$ cat src/design/sactl_pkg.sv
// ----------------------------------------------------------------------------
// sactl_pkg: shared definitions for the set-associative tag lookup
// Default sizes, register indexes, request codes and the lookup result type.
// ----------------------------------------------------------------------------
package sactl_pkg;

	// Default sizing handed to the top level parameters.
	localparam int DEF_MAX_WAYS  = 8;
	localparam int DEF_MAX_SETS  = 1024;
	localparam int DEF_ADDR_BITS = 48;

	// Configuration port.
	localparam int CFG_W     = 4;
	localparam int CFG_IDX_W = 2;

	localparam logic [CFG_IDX_W-1:0] REG_NUM_WAYS  = 2'd0;
	localparam logic [CFG_IDX_W-1:0] REG_LINE_LOG  = 2'd1;
	localparam logic [CFG_IDX_W-1:0] REG_SETS_LOG  = 2'd2;

	localparam logic [CFG_W-1:0] RST_NUM_WAYS = 4'd4;
	localparam logic [CFG_W-1:0] RST_LINE_LOG = 4'd6;
	localparam logic [CFG_W-1:0] RST_SETS_LOG = 4'd10;

	// Request codes; anything else counts as neither a read nor a write.
	localparam logic [1:0] REQ_READ  = 2'd0;
	localparam logic [1:0] REQ_WRITE = 2'd1;

	localparam int CNT_W   = 32;
	localparam int WAY_OUT = 3;
	localparam int RES_WAY = 4;

	// Outcome of one lookup, handed from the hit logic to the top level.
	typedef struct packed {
		logic               hit;
		logic [RES_WAY-1:0] way;
		logic               repl;
		logic               wb;
	} lkp_res_t;

endpackage

$ cat src/design/sactl_hit_logic.sv
// ----------------------------------------------------------------------------
// sactl_hit_logic: way compare and row update
// Compares the stored tags of one set, picks the lowest matching way, and
// builds the row to write back (dirty mark on a write hit, refill on a miss).
// ----------------------------------------------------------------------------
module sactl_hit_logic #(
	parameter int MAX_WAYS  = 8,
	parameter int ADDR_BITS = 48,
	parameter int WAY_W     = 3
) (
	input  logic [MAX_WAYS*(ADDR_BITS+2)-1:0] row_rd,
	input  logic [ADDR_BITS-1:0]              tag,
	input  logic [MAX_WAYS-1:0]               way_mask,
	input  logic [WAY_W-1:0]                  victim,
	input  logic                              is_write,
	output logic [MAX_WAYS*(ADDR_BITS+2)-1:0] row_wr,
	output sactl_pkg::lkp_res_t               res
);
	import sactl_pkg::*;

	localparam int ENTRY_W = ADDR_BITS + 2;
	localparam int V_BIT   = ENTRY_W - 1;
	localparam int D_BIT   = ENTRY_W - 2;

	logic [MAX_WAYS-1:0] match;
	logic [MAX_WAYS-1:0] valid;
	logic [MAX_WAYS-1:0] dirty;
	logic [WAY_W-1:0]    hit_way;
	logic                any_hit;

	// Per-way tag compare over the ways in use.
	always_comb begin
		for (int w = 0; w < MAX_WAYS; w++) begin
			valid[w] = row_rd[w*ENTRY_W + V_BIT];
			dirty[w] = row_rd[w*ENTRY_W + D_BIT];
			match[w] = way_mask[w] && valid[w] &&
				(row_rd[w*ENTRY_W +: ADDR_BITS] == tag);
		end
	end

	// Lowest matching way wins.
	always_comb begin
		hit_way = '0;
		for (int w = MAX_WAYS - 1; w >= 0; w--) begin
			if (match[w]) begin
				hit_way = WAY_W'(w);
			end
		end
		any_hit = |match;
	end

	// Result and row to write back.
	always_comb begin
		row_wr   = row_rd;
		res.hit  = any_hit;
		res.repl = 1'b0;
		res.wb   = 1'b0;
		if (any_hit) begin
			res.way = RES_WAY'(hit_way);
			if (is_write) begin
				row_wr[32'(hit_way)*ENTRY_W + D_BIT] = 1'b1;
			end
		end else begin
			res.way  = RES_WAY'(victim);
			res.repl = valid[victim];
			res.wb   = valid[victim] && dirty[victim];
			row_wr[32'(victim)*ENTRY_W +: ENTRY_W] = {1'b1, 1'b0, tag};
		end
	end

endmodule

$ cat config.mk
export PLATFORM = sky130hd
export DESIGN_NAME = sactl_hit_logic
export DESIGN_NICKNAME = d
export VERILOG_FILES = /design/src/design/sactl_pkg.sv /design/src/design/sactl_hit_logic.sv
export SDC_FILE = /design/constraint.sdc
export NUM_CORES = 1
export LEC_CHECK = 0
export BUFFER_PORTS_ARGS = -buffer_cell sky130_fd_sc_hd__clkbuf_2
export CORE_AREA = 2 2 342 344
export DETAILED_ROUTE_END_ITERATION = 16
export DIE_AREA = 0 0 344 346
export PLACE_DENSITY = 0.35
export SLEW_MARGIN = 40
export SYNTH_ARGS = -nofsm -noshare
export SYNTH_HDL_FRONTEND = slang
export SYNTH_SLANG_ARGS = --single-unit
$ cat constraint.sdc
create_clock -name vclk -period 9.76
set_input_delay 1.952 -clock vclk [all_inputs]
set_output_delay 1.952 -clock vclk [all_outputs]
set_load 0.02 [all_outputs]
==> reports/results.tsv <==
stage	metric	value	unit
status	run_status	finished clean	
synthesis	synthSimpleGateAreaFrac	25.8	%
synthesis	synth_top_family_by_area	multiplexers	
critical_path	arrival	7.26	ns
critical_path	crit_family	simple AND/OR/NAND/NOR gates	
critical_path	crit_type	primary input to primary output	
worst_hold_path	hp-class	primary input to primary output	
placed_design	routabilityCongestion	1.07	
critical_path	cp_common_cell	nand4_1	
critical_path	start_kind	primary input	
critical_path	slowest_delay	0.54	ns
routing	drt_pass1_iterations	6	
floorplanning	core	0.115	mm^2
layout	final_nets	4337	
layout	design.seq.count	0	
routing	drt_wl_total	276000	um
critical_path	startpoint	tag[2]	
job	drv_cap	0	
layout	area_growth	42.5	%
critical_path	path_max_fanout	8	
cts	cts.repair.resized	0	
layout	regArea	0	um^2
grt	grt_max_degree	109	
timing	max_freq	109	MHz
synthesis	netlist_area	0.0201	mm^2
cts	cts_setup_buffers	0	
grt	grt_usage	43.9	%
timing	fin_crit	9.22	ns
timing	worstMarginPinSlew	1.00	ns
layout	clkbuf_count	0	
grt	grt_first_pass_wirelength	343000	um
synthesis	synth_xor_area_share	15.5	%
floorplanning	die_w	344	um
grt	antenna_found_initial	45	
worst_hold_path	min_from	row_rd[176]	
grt	met1_usage	56.9	%
cts	hold_buffers	0	
synthesis	ys_warn_count	0	
routing	drc	0	
synthesis	yosys-top-cells-count	mux2_2 (390), nand2_1 (265), xor2_1 (222)	
timing	timing_hold_violations_final	0	
grt	grt-ovfl-total	0	
critical_path	path_cells	clkbuf_2, buf_4, xnor2_1, nand4_1, nor4_1, nand4_1, o21ai_0, a21oi_1, or2_2, inv_1, ha_1, ha_1, xor2_1, nor2_1, a2111oi_0, buf_4, nand4_1, o31ai_1, clkbuf_2	
placed_design	place_hpwl	235000	um
floorplanning	pin_count	867	
placed_design	port_buffers	866	
synthesis	yosys.area.top_type	mux2_2	
synthesis	synth_compound_area_share	19.9	%
synthesis	synthAdderAreaFrac	1.24	%
routing	wl_per_cell	51.1	um
timing	rsz0062_at_grt	false	
synthesis	synth_most_common_cell	mux2_2	
grt	use_met3	11.8	%
floorplanning	start_util	17.4	%
grt	use_met2	64.1	%
synthesis	ys_seq_area_share	0	%
timing	fin_setup_tns	0	ns
critical_path	end_kind	primary output	
synthesis	ys_types	79	
routing	drt_iter0_drc	5282	
routing	postRouteAntennaNets	0	
routing	vias	33448	
timing	slew_headroom	32.6	%
synthesis	syn_avg_cell_area	7.07	um^2
layout	drive_above_1_share	45.2	%
synthesis	synth.area.top_cells	mux2_2 (22%), xor2_1 (9.7%), xnor2_1 (5.9%), mux4_2 (5.8%), nand2_1 (4.9%)	
synthesis	netlist_instances	2843	
timing	maxSlewViolCount	0	
critical_path	worst-path-buf-inv	5	
grt	gr-max-usage-layer	met2	
grt	grt_pass1_vias	31235	
floorplanning	die_h	346	um
synthesis	synth_nets	3323	
floorplanning	fp-row-count	125	
routing	viasPerCell	6.20	
layout	nFillCells	13369	
critical_path	crit_required	7.81	ns
timing	timing.final.crit_share	94.4	%
floorplanning	dieArea	0.119	mm^2
synthesis	synth_top_area_share	21.8	%
synthesis	synth.area.mux_share	31.6	%
timing	setup_viol	0	
critical_path	slowest_stage	nand4_1	
metrics by stage:
step                util, %  std cells  setup WS [ns]  hold WS [ns]  area (um^2)
floorplan                 -       2843           1.27          4.06        20100
global placement       24.7       5378          0.449          4.30        28500
detailed placement     24.8       5379          0.720          4.30        28600
CTS                    24.8       5379          0.719          4.30        28600
global route           24.8       5380          0.283          4.32        28600
finish                 24.8       5398          0.544          4.30        28600
cell families (layout without fill, tap and decap cells):
| group | count (synthesis) | in the layout |
|---|---|---|
| and+or+nand+nor | 1023 | 1023 |
| AOI/OAI and AO/OA | 637 | 637 |
| muxes | 521 | 521 |
| xor gates and xnor gates | 357 | 357 |
| buffers and inverters | 284 | 1296 |
| adders and majority gates | 20 | 20 |
| other | 1 | 20 |
layout by cell type, fill, tap and decap left out, types with 81 or more instances in the layout:
cell type	count
a21oi_1	123
buf_4	362
clkbuf_2	865
mux2_2	390
nand2_1	263
nand4_1	81
nor2_1	212
nor4_1	113
o21ai_0	149
o22ai_1	125
xnor2_1	131
xor2_1	221
metal layers:
metal / part of all wire, % / vias up
met2: 41 / 2972
li1: - / 12695
met4: 7.8 / 24
met1: 40 / 17045
met3: 11 / 712
met5: 0.057 / -
tightest hold or removal path, stage by stage:
cell and delay, ns:
clkbuf_2 0.12, inv_1 0.06, mux2i_1 0.06, clkbuf_2 0.16
area by class of cell:
cell class,instances,area [um^2],share of cell area [%]
timing repair buffer,1241,7310,25.5
antenna,19,47.5,0.166
inverter,55,206,0.721
multi-input combinational,2559,19200,66.9
tap,1524,1910,6.66
path summary, 6_finish.rpt:
check,endpoint,slack [ns],cells after the start
max,row_wr[248],0.54,19
min,row_wr[176],4.30,4
